File: src/sv/assert_macros.svh
// Assertion macros shared by the record parser modules.
`ifndef ASSERT_MACROS_SVH
`define ASSERT_MACROS_SVH

// Concurrent check on the rising clock edge, idle while reset is applied.
`define MDVRP_ASSERT(label, prop, msg) \
    label: assert property (@(posedge clk) disable iff (!rst_n) (prop)) \
        else $error(msg);

// Condition that must never be seen on a clock edge outside reset.
`define MDVRP_NEVER(label, cond, msg) \
    `MDVRP_ASSERT(label, !(cond), msg)

`endif

File: src/sv/mdvrp_pkg.sv
// Shared types, codes and tables for the M-Bus record parser.
package mdvrp_pkg;

    // Saturation limit of the byte position within one telegram.
    localparam logic [7:0] MAX_TELEGRAM_BYTES = 8'd255;

    // Depth of the queue between the decode front and the parse back end.
    localparam int Q_DEPTH = 4;
    localparam int Q_PTR_W = $clog2(Q_DEPTH);
    localparam int Q_CNT_W = $clog2(Q_DEPTH + 1);

    // Byte values and marker lengths.
    localparam logic [7:0] FILLER_BYTE  = 8'h2F;
    localparam logic [7:0] LEN_VARIABLE = 8'hFE;
    localparam logic [7:0] LEN_SPECIAL  = 8'hFF;

    // Byte class codes.
    localparam logic [2:0] CLS_FILLER  = 3'd0;
    localparam logic [2:0] CLS_DIF     = 3'd1;
    localparam logic [2:0] CLS_DIFE    = 3'd2;
    localparam logic [2:0] CLS_VIF     = 3'd3;
    localparam logic [2:0] CLS_VIFE    = 3'd4;
    localparam logic [2:0] CLS_LEN     = 3'd5;
    localparam logic [2:0] CLS_DATA    = 3'd6;
    localparam logic [2:0] CLS_IGNORED = 3'd7;

    // Status codes.
    localparam logic [1:0] ST_OK      = 2'd0;
    localparam logic [1:0] ST_STOPPED = 2'd1;
    localparam logic [1:0] ST_TRUNC   = 2'd2;
    localparam logic [1:0] ST_CUT     = 2'd3;

    // One byte after decode, as it waits in the queue.
    typedef struct packed {
        logic [7:0] byte_value;
        logic [3:0] nibble;
        logic [7:0] dif_len;
        logic [7:0] after;
        logic       is_last;
        logic       left_gt2;
        logic       is_filler;
        logic       ext;
    } pre_t;

    // Data length for each DIF low nibble.
    function automatic logic [7:0] dif_len_lookup(input logic [3:0] nib);
        logic [7:0] len;
        case (nib)
            4'h0:    len = 8'd0;
            4'h1:    len = 8'd1;
            4'h2:    len = 8'd2;
            4'h3:    len = 8'd3;
            4'h4:    len = 8'd4;
            4'h5:    len = 8'd4;
            4'h6:    len = 8'd6;
            4'h7:    len = 8'd8;
            4'h8:    len = 8'd0;
            4'h9:    len = 8'd1;
            4'hA:    len = 8'd2;
            4'hB:    len = 8'd3;
            4'hC:    len = 8'd4;
            4'hD:    len = LEN_VARIABLE;
            4'hE:    len = 8'd6;
            default: len = LEN_SPECIAL;
        endcase
        return len;
    endfunction

endpackage

File: src/sv/mdvrp_if.sv
// Handshake channels of the record parser: telegram bytes, results and configuration.
interface mdvrp_in_if;
    logic       valid;
    logic       ready;
    logic [7:0] byte_value;
    logic [7:0] bytes_left;

    modport source (output valid, output byte_value, output bytes_left, input ready);
    modport sink   (input valid, input byte_value, input bytes_left, output ready);
endinterface

interface mdvrp_out_if;
    logic       valid;
    logic       ready;
    logic [2:0] byte_class;
    logic [7:0] record_index;
    logic [3:0] data_type;
    logic [7:0] record_length;
    logic [8:0] byte_offset;
    logic       last_of_record;
    logic [1:0] status;

    modport source (output valid, output byte_class, output record_index,
                    output data_type, output record_length, output byte_offset,
                    output last_of_record, output status, input ready);
    modport sink   (input valid, input byte_class, input record_index,
                    input data_type, input record_length, input byte_offset,
                    input last_of_record, input status, output ready);
endinterface

interface mdvrp_cfg_if;
    logic       valid;
    logic       ready;
    logic [7:0] start_offset;

    modport source (output valid, output start_offset, input ready);
    modport sink   (input valid, input start_offset, output ready);
endinterface

File: src/sv/mbus_dif_vif_record_parser.sv
// Top level of the M-Bus DIF/VIF data record parser.
// Usage:
//   telegram: one application byte per transfer, with the count of bytes left
//     including this one; a count of 1 (or 0) marks the last byte.
//   result: one transfer per input byte carrying its class, record index,
//     data type, clamped record length, telegram offset, record end flag
//     and status.
//   cfg: writes start_offset; ready is always high. Write only while idle.
// Path: a transferred byte is written into the queue, then parsed into the
//   result register once that register is empty or being drained.
// Throughput: one byte per cycle while the result is taken, set by the combinational parse step in the
//   back end; a four-entry queue decouples the input from the result side.
// Reset: all parse state clears, start_offset returns to 0, the queue empties.
// Stall: while the result is not taken, the back end holds it and the queue
//   fills; telegram ready drops once the queue is full.
module mbus_dif_vif_record_parser
    import mdvrp_pkg::*;
(
    input  logic        clk,
    input  logic        rst_n,
    mdvrp_in_if.sink    telegram,
    mdvrp_out_if.source result,
    mdvrp_cfg_if.sink   cfg
);

    logic q_full;
    logic q_empty;
    logic push;
    logic pop;
    pre_t pre;
    pre_t q_data;

    // Byte decode and input handshake.
    mdvrp_front u_front (
        .telegram (telegram),
        .q_full   (q_full),
        .push     (push),
        .pre      (pre)
    );

    // Queue between decode and parse.
    mdvrp_fifo u_fifo (
        .clk       (clk),
        .rst_n     (rst_n),
        .push      (push),
        .push_data (pre),
        .full      (q_full),
        .pop       (pop),
        .pop_data  (q_data),
        .empty     (q_empty)
    );

    // Record state machine and result register.
    mdvrp_back u_back (
        .clk     (clk),
        .rst_n   (rst_n),
        .q_empty (q_empty),
        .q_data  (q_data),
        .pop     (pop),
        .result  (result),
        .cfg     (cfg)
    );

endmodule

File: src/sv/mdvrp_front.sv
// Decode front: accepts telegram bytes and classifies each into a queue entry.
module mdvrp_front
    import mdvrp_pkg::*;
(
    mdvrp_in_if.sink telegram,
    input  logic     q_full,
    output logic     push,
    output pre_t     pre
);

    logic [7:0] left;

    // A transfer happens whenever the queue has room.
    assign telegram.ready = !q_full;
    assign push           = telegram.valid && !q_full;

    // A count of zero bytes left is treated as the last byte.
    assign left = (telegram.bytes_left == 8'd0) ? 8'd1 : telegram.bytes_left;

    // Per-byte decode that does not depend on parser state.
    always_comb
    begin
        pre.byte_value = telegram.byte_value;
        pre.nibble     = telegram.byte_value[3:0];
        pre.dif_len    = dif_len_lookup(telegram.byte_value[3:0]);
        pre.after      = left - 8'd1;
        pre.is_last    = (left == 8'd1);
        pre.left_gt2   = (left > 8'd2);
        pre.is_filler  = (telegram.byte_value == FILLER_BYTE);
        pre.ext        = telegram.byte_value[7];
    end

endmodule

File: src/sv/mdvrp_fifo.sv
// Short queue of decoded bytes between the front and the parse back end.
`include "assert_macros.svh"
module mdvrp_fifo
    import mdvrp_pkg::*;
(
    input  logic clk,
    input  logic rst_n,
    input  logic push,
    input  pre_t push_data,
    output logic full,
    input  logic pop,
    output pre_t pop_data,
    output logic empty
);

    pre_t               mem [Q_DEPTH];
    logic [Q_PTR_W-1:0] wr_ptr_reg;
    logic [Q_PTR_W-1:0] rd_ptr_reg;
    logic [Q_CNT_W-1:0] count_reg;

    assign full     = (count_reg == Q_CNT_W'(Q_DEPTH));
    assign empty    = (count_reg == '0);
    assign pop_data = mem[rd_ptr_reg];

    // Entry storage.
    always_ff @(posedge clk)
    begin
        if (push)
        begin
            mem[wr_ptr_reg] <= push_data;
        end
    end

    // Pointers and fill count.
    always_ff @(posedge clk or negedge rst_n)
    begin
        if (!rst_n)
        begin
            wr_ptr_reg <= '0;
            rd_ptr_reg <= '0;
            count_reg  <= '0;
        end
        else
        begin
            if (push)
            begin
                wr_ptr_reg <= wr_ptr_reg + 1'b1;
            end
            if (pop)
            begin
                rd_ptr_reg <= rd_ptr_reg + 1'b1;
            end
            if (push && !pop)
            begin
                count_reg <= count_reg + 1'b1;
            end
            else if (pop && !push)
            begin
                count_reg <= count_reg - 1'b1;
            end
        end
    end

    `MDVRP_ASSERT(a_no_overflow, (push && !pop) |-> (count_reg < Q_CNT_W'(Q_DEPTH)), "queue overflow")
    `MDVRP_NEVER(a_no_underflow, pop && (count_reg == '0), "pop from empty queue")

endmodule

File: src/sv/mdvrp_back.sv
// Parse back end: walks the DIF/VIF record state and registers one result per byte.
`include "assert_macros.svh"
module mdvrp_back
    import mdvrp_pkg::*;
(
    input  logic          clk,
    input  logic          rst_n,
    input  logic          q_empty,
    input  pre_t          q_data,
    output logic          pop,
    mdvrp_out_if.source   result,
    mdvrp_cfg_if.sink     cfg
);

    typedef enum logic [2:0] {
        PH_DIF,
        PH_DIFE,
        PH_VIF,
        PH_VIFE,
        PH_LEN,
        PH_DATA
    } phase_t;

    // Parser state.
    phase_t     phase_reg, phase_next;
    logic [7:0] data_left_reg, data_left_next;
    logic [7:0] count_reg, count_next;
    logic [7:0] position_reg, position_next;
    logic [3:0] type_reg, type_next;
    logic       varlen_reg, varlen_next;
    logic       stopped_reg, stopped_next;
    logic [7:0] rec_len_reg, rec_len_next;
    logic [7:0] want_reg, want_next;
    logic [7:0] start_offset_reg;

    // Result register.
    logic       out_valid_reg;
    logic [2:0] cls_reg, cls_next;
    logic [7:0] idx_reg;
    logic [3:0] dtype_reg, dtype_next;
    logic [7:0] rlen_reg, rlen_next;
    logic [8:0] off_reg, off_next;
    logic       last_reg, last_next;
    logic [1:0] st_reg, st_next;

    // Helpers for the shared data-start and record-end steps.
    logic       bd_en;
    logic [7:0] bd_want;
    logic [7:0] bd_len;
    logic       er_en;
    logic [7:0] dl_dec;

    // A new byte enters when the result register is empty or being drained.
    assign pop       = !q_empty && (!out_valid_reg || result.ready);
    assign cfg.ready = 1'b1;

    assign result.valid          = out_valid_reg;
    assign result.byte_class     = cls_reg;
    assign result.record_index   = idx_reg;
    assign result.data_type      = dtype_reg;
    assign result.record_length  = rlen_reg;
    assign result.byte_offset    = off_reg;
    assign result.last_of_record = last_reg;
    assign result.status         = st_reg;

    assign off_next = {1'b0, start_offset_reg} + {1'b0, position_reg};
    assign dl_dec   = (data_left_reg != 8'd0) ? (data_left_reg - 8'd1) : 8'd0;

    // Next state and result for the byte at the head of the queue.
    always_comb
    begin
        phase_next     = phase_reg;
        data_left_next = data_left_reg;
        count_next     = count_reg;
        position_next  = position_reg;
        type_next      = type_reg;
        varlen_next    = varlen_reg;
        stopped_next   = stopped_reg;
        rec_len_next   = rec_len_reg;
        want_next      = want_reg;
        cls_next       = CLS_IGNORED;
        dtype_next     = type_reg;
        rlen_next      = rec_len_reg;
        last_next      = 1'b0;
        st_next        = ST_OK;
        bd_en          = 1'b0;
        bd_want        = 8'd0;
        bd_len         = 8'd0;
        er_en          = 1'b0;

        if (stopped_reg)
        begin
            st_next   = ST_STOPPED;
            rlen_next = 8'd0;
        end
        else
        begin
            case (phase_reg)
                PH_DIF:
                begin
                    if (q_data.is_filler)
                    begin
                        cls_next   = CLS_FILLER;
                        dtype_next = 4'd0;
                        rlen_next  = 8'd0;
                    end
                    else
                    begin
                        cls_next     = CLS_DIF;
                        type_next    = q_data.nibble;
                        dtype_next   = q_data.nibble;
                        rec_len_next = 8'd0;
                        rlen_next    = 8'd0;
                        if (q_data.dif_len == LEN_SPECIAL)
                        begin
                            stopped_next = 1'b1;
                            st_next      = ST_STOPPED;
                        end
                        else
                        begin
                            varlen_next = (q_data.dif_len == LEN_VARIABLE);
                            want_next   = q_data.dif_len;
                            phase_next  = q_data.ext ? PH_DIFE : PH_VIF;
                            if (q_data.is_last)
                            begin
                                st_next   = ST_CUT;
                                last_next = 1'b1;
                            end
                        end
                    end
                end
                PH_DIFE:
                begin
                    cls_next = CLS_DIFE;
                    if (!q_data.ext)
                    begin
                        phase_next = PH_VIF;
                    end
                    if (q_data.is_last)
                    begin
                        st_next   = ST_CUT;
                        last_next = 1'b1;
                    end
                end
                PH_VIF, PH_VIFE:
                begin
                    cls_next = (phase_reg == PH_VIF) ? CLS_VIF : CLS_VIFE;
                    if (q_data.ext)
                    begin
                        phase_next = PH_VIFE;
                        if (q_data.is_last)
                        begin
                            st_next   = ST_CUT;
                            last_next = 1'b1;
                        end
                    end
                    else if (varlen_reg)
                    begin
                        // Variable length needs room for its length byte.
                        if (q_data.after == 8'd0)
                        begin
                            st_next   = ST_CUT;
                            last_next = 1'b1;
                        end
                        else
                        begin
                            phase_next = PH_LEN;
                        end
                    end
                    else
                    begin
                        bd_en   = 1'b1;
                        bd_want = want_reg;
                    end
                end
                PH_LEN:
                begin
                    // A short tail overrides the length byte value.
                    cls_next = CLS_LEN;
                    bd_en    = 1'b1;
                    bd_want  = q_data.left_gt2 ? q_data.byte_value : q_data.after;
                end
                PH_DATA:
                begin
                    cls_next       = CLS_DATA;
                    data_left_next = dl_dec;
                    if (dl_dec == 8'd0)
                    begin
                        er_en = 1'b1;
                    end
                    else if (q_data.is_last)
                    begin
                        st_next   = ST_TRUNC;
                        last_next = 1'b1;
                    end
                end
                default:
                begin
                    cls_next   = CLS_IGNORED;
                    phase_next = PH_DIF;
                    rlen_next  = 8'd0;
                end
            endcase
        end

        // Start of the data part, clamped to the bytes that remain.
        if (bd_en)
        begin
            if (bd_want > q_data.after)
            begin
                bd_len  = q_data.after;
                st_next = ST_TRUNC;
            end
            else
            begin
                bd_len = bd_want;
            end
            rec_len_next = bd_len;
            rlen_next    = bd_len;
            if (bd_len == 8'd0)
            begin
                er_en = 1'b1;
            end
            else
            begin
                phase_next     = PH_DATA;
                data_left_next = bd_len;
            end
        end

        // End of the current record.
        if (er_en)
        begin
            last_next      = 1'b1;
            count_next     = (count_reg != 8'hFF) ? (count_reg + 8'd1) : count_reg;
            phase_next     = PH_DIF;
            data_left_next = 8'd0;
        end

        // The last byte of a telegram returns the parser to its reset state.
        if (q_data.is_last)
        begin
            phase_next     = PH_DIF;
            data_left_next = 8'd0;
            count_next     = 8'd0;
            position_next  = 8'd0;
            type_next      = 4'd0;
            varlen_next    = 1'b0;
            stopped_next   = 1'b0;
            rec_len_next   = 8'd0;
            want_next      = 8'd0;
        end
        else if (position_reg < MAX_TELEGRAM_BYTES)
        begin
            position_next = position_reg + 8'd1;
        end
    end

    // State, configuration and result registers.
    always_ff @(posedge clk or negedge rst_n)
    begin
        if (!rst_n)
        begin
            phase_reg        <= PH_DIF;
            data_left_reg    <= 8'd0;
            count_reg        <= 8'd0;
            position_reg     <= 8'd0;
            type_reg         <= 4'd0;
            varlen_reg       <= 1'b0;
            stopped_reg      <= 1'b0;
            rec_len_reg      <= 8'd0;
            want_reg         <= 8'd0;
            start_offset_reg <= 8'd0;
            out_valid_reg    <= 1'b0;
            cls_reg          <= CLS_IGNORED;
            idx_reg          <= 8'd0;
            dtype_reg        <= 4'd0;
            rlen_reg         <= 8'd0;
            off_reg          <= 9'd0;
            last_reg         <= 1'b0;
            st_reg           <= ST_OK;
        end
        else
        begin
            if (cfg.valid)
            begin
                start_offset_reg <= cfg.start_offset;
            end
            if (pop)
            begin
                phase_reg     <= phase_next;
                data_left_reg <= data_left_next;
                count_reg     <= count_next;
                position_reg  <= position_next;
                type_reg      <= type_next;
                varlen_reg    <= varlen_next;
                stopped_reg   <= stopped_next;
                rec_len_reg   <= rec_len_next;
                want_reg      <= want_next;
                out_valid_reg <= 1'b1;
                cls_reg       <= cls_next;
                idx_reg       <= count_reg;
                dtype_reg     <= dtype_next;
                rlen_reg      <= rlen_next;
                off_reg       <= off_next;
                last_reg      <= last_next;
                st_reg        <= st_next;
            end
            else if (result.ready)
            begin
                out_valid_reg <= 1'b0;
            end
        end
    end

    `MDVRP_ASSERT(a_stop_in_dif, stopped_reg |-> (phase_reg == PH_DIF), "stopped outside DIF phase")
    `MDVRP_ASSERT(a_left_in_data, (data_left_reg != 8'd0) |-> (phase_reg == PH_DATA), "data count outside data phase")
    `MDVRP_NEVER(a_no_overwrite, pop && out_valid_reg && !result.ready, "result overwritten while stalled")

endmodule
File: src/flat_wrapper.sv
// flat-port wrapper written by rule: the top's interface ports become plain ports
module mbus_dif_vif_record_parser_flat import mdvrp_pkg::*;
  (clk, rst_n, telegram_valid, telegram_byte_value, telegram_bytes_left, telegram_ready, result_valid, result_byte_class, result_record_index, result_data_type, result_record_length, result_byte_offset, result_last_of_record, result_status, result_ready, cfg_valid, cfg_start_offset, cfg_ready);
  mdvrp_in_if telegram_i ();
  mdvrp_out_if result_i ();
  mdvrp_cfg_if cfg_i ();
  input  logic clk;
  input  logic rst_n;
  input wire logic [$bits(telegram_i.valid)-1:0] telegram_valid;
  input wire logic [$bits(telegram_i.byte_value)-1:0] telegram_byte_value;
  input wire logic [$bits(telegram_i.bytes_left)-1:0] telegram_bytes_left;
  output wire logic [$bits(telegram_i.ready)-1:0] telegram_ready;
  output wire logic [$bits(result_i.valid)-1:0] result_valid;
  output wire logic [$bits(result_i.byte_class)-1:0] result_byte_class;
  output wire logic [$bits(result_i.record_index)-1:0] result_record_index;
  output wire logic [$bits(result_i.data_type)-1:0] result_data_type;
  output wire logic [$bits(result_i.record_length)-1:0] result_record_length;
  output wire logic [$bits(result_i.byte_offset)-1:0] result_byte_offset;
  output wire logic [$bits(result_i.last_of_record)-1:0] result_last_of_record;
  output wire logic [$bits(result_i.status)-1:0] result_status;
  input wire logic [$bits(result_i.ready)-1:0] result_ready;
  input wire logic [$bits(cfg_i.valid)-1:0] cfg_valid;
  input wire logic [$bits(cfg_i.start_offset)-1:0] cfg_start_offset;
  output wire logic [$bits(cfg_i.ready)-1:0] cfg_ready;
  assign telegram_i.valid = telegram_valid;
  assign telegram_i.byte_value = telegram_byte_value;
  assign telegram_i.bytes_left = telegram_bytes_left;
  assign telegram_ready = telegram_i.ready;
  assign result_valid = result_i.valid;
  assign result_byte_class = result_i.byte_class;
  assign result_record_index = result_i.record_index;
  assign result_data_type = result_i.data_type;
  assign result_record_length = result_i.record_length;
  assign result_byte_offset = result_i.byte_offset;
  assign result_last_of_record = result_i.last_of_record;
  assign result_status = result_i.status;
  assign result_i.ready = result_ready;
  assign cfg_i.valid = cfg_valid;
  assign cfg_i.start_offset = cfg_start_offset;
  assign cfg_ready = cfg_i.ready;
  mbus_dif_vif_record_parser u_core (.clk(clk), .rst_n(rst_n), .telegram(telegram_i), .result(result_i), .cfg(cfg_i));
endmodule
File: config.mk
export PLATFORM = sky130hd
export DESIGN_NAME = mbus_dif_vif_record_parser_flat
export DESIGN_NICKNAME = d
export VERILOG_FILES = /design/src/sv/mdvrp_pkg.sv /design/src/sv/mdvrp_if.sv /design/src/sv/mbus_dif_vif_record_parser.sv /design/src/sv/mdvrp_front.sv /design/src/sv/mdvrp_fifo.sv /design/src/sv/mdvrp_back.sv /design/src/flat_wrapper.sv
export VERILOG_INCLUDE_DIRS = /design/src /design/src/sv
export SDC_FILE = /design/constraint.sdc
export NUM_CORES = 1
export LEC_CHECK = 0
export CAP_MARGIN = 20
export CORE_MARGIN = 3
export CORE_UTILIZATION = 55
export CTS_CLUSTER_SIZE = 25
export DETAILED_ROUTE_END_ITERATION = 10
export DONT_BUFFER_PORTS = 1
export HOLD_SLACK_MARGIN = 0.12
export PLACE_DENSITY = 0.7
export REMOVE_ABC_BUFFERS = 1
export SLEW_MARGIN = 10
export SYNTH_ARGS = -nofsm -noshare
export SYNTH_HDL_FRONTEND = slang
export SYNTH_HIERARCHICAL = 1
export SYNTH_SLANG_ARGS = --single-unit
File: constraint.sdc
create_clock -name clk -period 4.6 [get_ports clk]
set_input_delay 0.23 -clock clk [delete_from_list [all_inputs] [get_ports clk]]
set_output_delay 0.23 -clock clk [all_outputs]
set_load 0.1 [all_outputs]
# == Word-level counts from Yosys, hierarchy flattened ==
# Memory sizes are Yosys's and may differ from the RTL's.
# Index checks and enable logic that the tools add are counted.
# W data, S select, Z words.
# classes
addsub,9
order_cmp,3
eq_ne,16
mux,104
n_reduce_logical,32
# ops
operator,n
$mux W8,32
$mux W3,15
$logic_not A8 Y1,4
$mux W1,32
$mux W4,7
$mux W2,12
$add A8 B1 Y8 const B,2
$eq A8 B8 Y1 const B,2
$pmux W8 S2,1
$sub A8 B1 Y8 const B,2
$pmux W3 S5,1
$pmux W3 S4,1
$reduce_bool A2 Y1,6
$add A8 B8 Y9,1
$eq A3 B3 Y1 const B,3
$eq A8 B1 Y1 const B,1
$eq A8 B6 Y1 const B,1
$gt A8 B2 Y1 const B,1
$gt A8 B8 Y1,1
$lt A8 B8 Y1 const B,1
$ne A8 B8 Y1 const B,1
$pmux W2 S4,1
$reduce_and A4 Y1,2
$reduce_bool A8 Y1,1
other kinds (20),33
# word_totals
ff_bits,100
mem_bits_rw,128
rom_bits,128
input_bits,29
wordCells,187
n_memories,2
# memory_table
memory,depth,width,rd,rd_ports_with_merged_regs,write_ports,line,text
(no name shown),16,8,1,0,0,mdvrp_pkg.sv:48,case (nib)
u_core.u_fifo.mem,4,32,1,0,1,mdvrp_fifo.sv:16,pre_t mem [Q_DEPTH];

# == Logic depth before layout (Yosys ltp) ==
# logic_depth
word_depth,12
ltp_mapped,19
depth_no_buf,15

# == Hierarchy ==
# The synthesis kept the hierarchy.
# modules_own_cells
module,instances,cells_per_inst,area_each_um2
mdvrp_back,1,606,5401.4
mdvrp_fifo,1,202,5059.9
mdvrp_front,1,55,400.4

# == Worst setup path before layout ==
# OpenSTA, ideal clock, no wires.
# synth_path
path_kind,register -> register
startpoint,reg u_core.u_fifo.rd_ptr_reg[0]
endpoint,reg u_core.u_back.data_left_reg[7]
setup_ns,0.124
t_arrival_ns,4.160
required_ns,4.476
path_slack_ns,0.316
stages_incl_launch_ff,17
cell_sequence,dfrtp_1 > buf_6 > buf_12 > mux4_2 > clkbuf_1 > nor4b_2 > a21oi_1 > nor2_1 > ha_1 > nor2b_1 > or2_2 > a221oi_1 > a211o_1 > clkbuf_1 > mux2i_1 > nor2_1 > a211o_1
# synth_rtl
element,line,text
start: declaration,mdvrp_fifo.sv:18,logic [Q_PTR_W-1:0] rd_ptr_reg;
start signal: assignment,mdvrp_fifo.sv:51,rd_ptr_reg <= rd_ptr_reg + 1'b1;
end signal: assignment,mdvrp_back.sv:292,data_left_reg <= data_left_next;
end: declaration,mdvrp_back.sv:26,"logic [7:0] data_left_reg, data_left_next;"

==> impl_metrics.tcl <==
set metrics [dict create \
    synth-seq-area-share_pct 58.5 \
    synth_top_area_share_pct 35.4 \
    postRouteAntennaNets 0 \
    end_kind "register" \
    fin_crit_sh_pct 92.7 \
    p_per_area_nw_per_um2 678 \
    ys_async_sr_fraction_pct 43.9 \
    initial_core_util_pct 56.9 \
    synth_xor_area_share_pct 1.53 \
    design.core.area_sq_um 19100 \
    synth.area.mux_share_pct 9.32 \
    dieArea_sq_um 21500 \
    max_stage_delay_ps 650 \
    fin_hold_ws_ps 137 \
    slew_viol_final 0 \
    synth-edff-count 128 \
    cts_max_path_buffers 3 \
    drt_pass1_iterations 5 \
    synth_top_family_by_area "simple AND/OR/NAND/NOR gates" \
    grt_start_max_net_pins 101 \
    slowest_stage "mux4_2" \
    largest_register_ffs 128 \
    grt_pass1_vias 7051 \
    synth.distinct_cells 79 \
    synthTopCellsByArea "edfxtp_1 (35%), dfrtp_1 (22%), mux4_2 (5.8%)" \
    routedWlPerCell_microns 19.8 \
    max_freq_mhz 234 \
    p_total_w 0.00815 \
    dp_hpwl_microns 14800 \
    cts_tree "yes" \
    drv_cap 0 \
    chipWidth_microns 147 \
    synth-simple-area-share_pct 12.1 \
    hold_viol 0 \
    top_usage_layer "met2" \
    vias 7009 \
    crit_chain "mux4_2 -> nor4b_2 -> buf_4 -> a2bb2oi_1 -> nor2_1 -> ha_1 -> a211oi_1 -> o21ai_0 -> a221oi_2 -> a211oi_2 -> o21ai_2 -> o211ai_4 -> or4_1 -> nand2_1" \
    nFillCells 1462 \
    synth-compound-area-share_pct 10.9 \
    cts_sinks 228 \
    relSlewSlack_pct 36.7 \
    layout-drive-gt1-share_pct 12.4 \
    synth-adder-area-share_pct 3.36 \
    yosysWarnings 6 \
    port-buffer-count 0 \
    crit_family "compound AO/OA/AOI/OAI gates" \
    path_class "register to register" \
    gp_congestion 0.911 \
    grt_setup_unrepaired "false" \
    rows 50 \
    synthToLayoutAreaGrowth_pct 10.7 \
    post_cts_buffers 0 \
    synth_top_area_cell "edfxtp_1" \
    setup_viol 0 \
    clk_latency_ps 520 \
    skew_ps 9.09 \
    yosys.cell_count.top_type "edfxtp_1" \
    synth_cells 863 \
    drt_iter0_drc 496 \
    ctsHtreeMaxLevel 1 \
    grt_pass1_wl_microns 37500 \
    cp.arrival_ps 4720 \
    cp.required_ps 5050 \
    period_needed_ps 4270 \
    status "finished, final reports clean" \
    drt_wl_total_microns 22900 \
    vdd_ir_drop_max_mv 0.373 \
    cts_buffers 24 \
    utilization_pct 63.0 \
    tightest_slew_ps 940 \
    path_clk_slew_ps 60 \
    use_met1_pct 28.7 \
    ys_seq_elements 228 \
    instances_no_fill 1155 \
    p_leak_nw 4.69 \
    ys.flop_type "edfxtp_1" \
    gr-usage-met2_pct 36.6 \
    cp_max_fo 14 \
    grt.overflow.total 0 \
    grt_usage_pct 21.5 \
    multiInputGateArea_sq_um 4070 \
    postSynthAreaPerCell_sq_um 12.6 \
    num_io_pins 67 \
    drc 0 \
    finalSetupTns_ps 0 \
    hp-class "input pin to register" \
    globalRouteMet3Util_pct 3.91 \
    cts_root_buf "clkbuf_16" \
    via_per_inst 6.07 \
    nets 935 \
    die_y_microns 147 \
    syn_area_sq_um 10900 \
    top_register "u_core/u_fifo/mem" \
    placedCellCount 1080 \
    seqCellArea_sq_um 6350 \
    worst-path-buf-inv 1 \
    antenna_cells 0 \
    start_kind "register" \
    antenna_found_initial 0 \
    synth_common_cells "edfxtp_1 (128), dfrtp_1 (97), nand2_1 (87), nor2_1 (64), o21ai_0 (54)" \
]
==> through the flow <==
stage               setup slack, ps  cell area [sq um]
finish                          334              12000
global route                   30.7              12000
CTS                             228              12000
detailed placement              242              10900
global placement                432              10900
floorplan                      -469              10500
==> power breakdown <==
part,switching [W],internal [W]
clock network,0.000771,0.00106
logic,0.00158,0.00104
registers,0.00104,0.00266
==> what timing repair did <==
item                                    4_1_cts  5_1_grt
hold buffers                                 31        0
resized for setup                             0        3
endpoints found under the setup margin        0       27
hold endpoints to repair                    219        0
==> cell usage in the layout (no fill, tap or decap), types with 12 or more instances in the layout <==
cell type	n
clkbuf_16	24
nand2b_1	12
nand3_1	13
inv_1	28
dfrtp_1	96
dlygate4sd3_1	30
mux2i_1	16
nand2_1	87
o21ai_0	54
a21oi_1	47
nor2_1	64
mux4_2	28
nor3_1	16
ha_1	26
buf_4	12
edfxtp_1	128
==> layout make-up <==
type                    count  area share (%)
flip-flops and latches    228            52.8
multi-input cells         551            33.8
clock buffers              34            5.47
repair buffers             44            3.52
well taps                 260            2.71
inverters                  29           0.905
clock inverters             9           0.760
==> per-layer routing <==
| metal | vias to the layer above | share of wire (%) |
|---|---|---|
| li1 | 3231 | - |
| met1 | 3509 | 43 |
| met2 | 225 | 50 |
| met3 | 44 | 5.7 |
| met4 | 0 | 2.1 |
| met5 | - | 0 |
==> worst reg2reg max path, delay by kind of cell, from the launching register on <==
family / cells / cell delay (ps)
flops: 1 / 510
mux: 1 / 650
compound gates: 7 / 1340
fa+ha+maj: 1 / 300
buf+inv: 1 / 220
simple gates: 4 / 1190
==> logic make-up after synthesis <==
logic type | Yosys count
multiplexers | 58
buffers and inverters | 84
other | 1
flip-flops | 228
AND/OR/NAND/NOR | 263
adder cells (fa/ha/maj) | 28
AO/OA/AOI/OAI | 182
XOR/XNOR | 19
==> path summary, 6_finish.rpt <==
check | end | cells after the start | slack, ps | from
setup / recovery | u_core/u_back/count_reg[7] | 14 | 330 | u_core/u_fifo/rd_ptr_reg[0]
hold / removal | u_core/u_fifo/mem[0][1] | 2 | 140 | telegram_byte_value[4]
setup reg to reg | u_core/u_back/count_reg[7] | 14 | 330 | u_core/u_fifo/rd_ptr_reg[0]
hold reg to reg | u_core/u_back/rec_len_reg[7] | 1 | 480 | u_core/u_back/rec_len_reg[7]
max in group asynchronous | u_core/u_fifo/rd_ptr_reg[0] | 2 | 3820 | rst_n
min in group asynchronous | u_core/u_back/data_left_reg[7] | 2 | 340 | rst_n
Power figures use the tool's default switching activity.
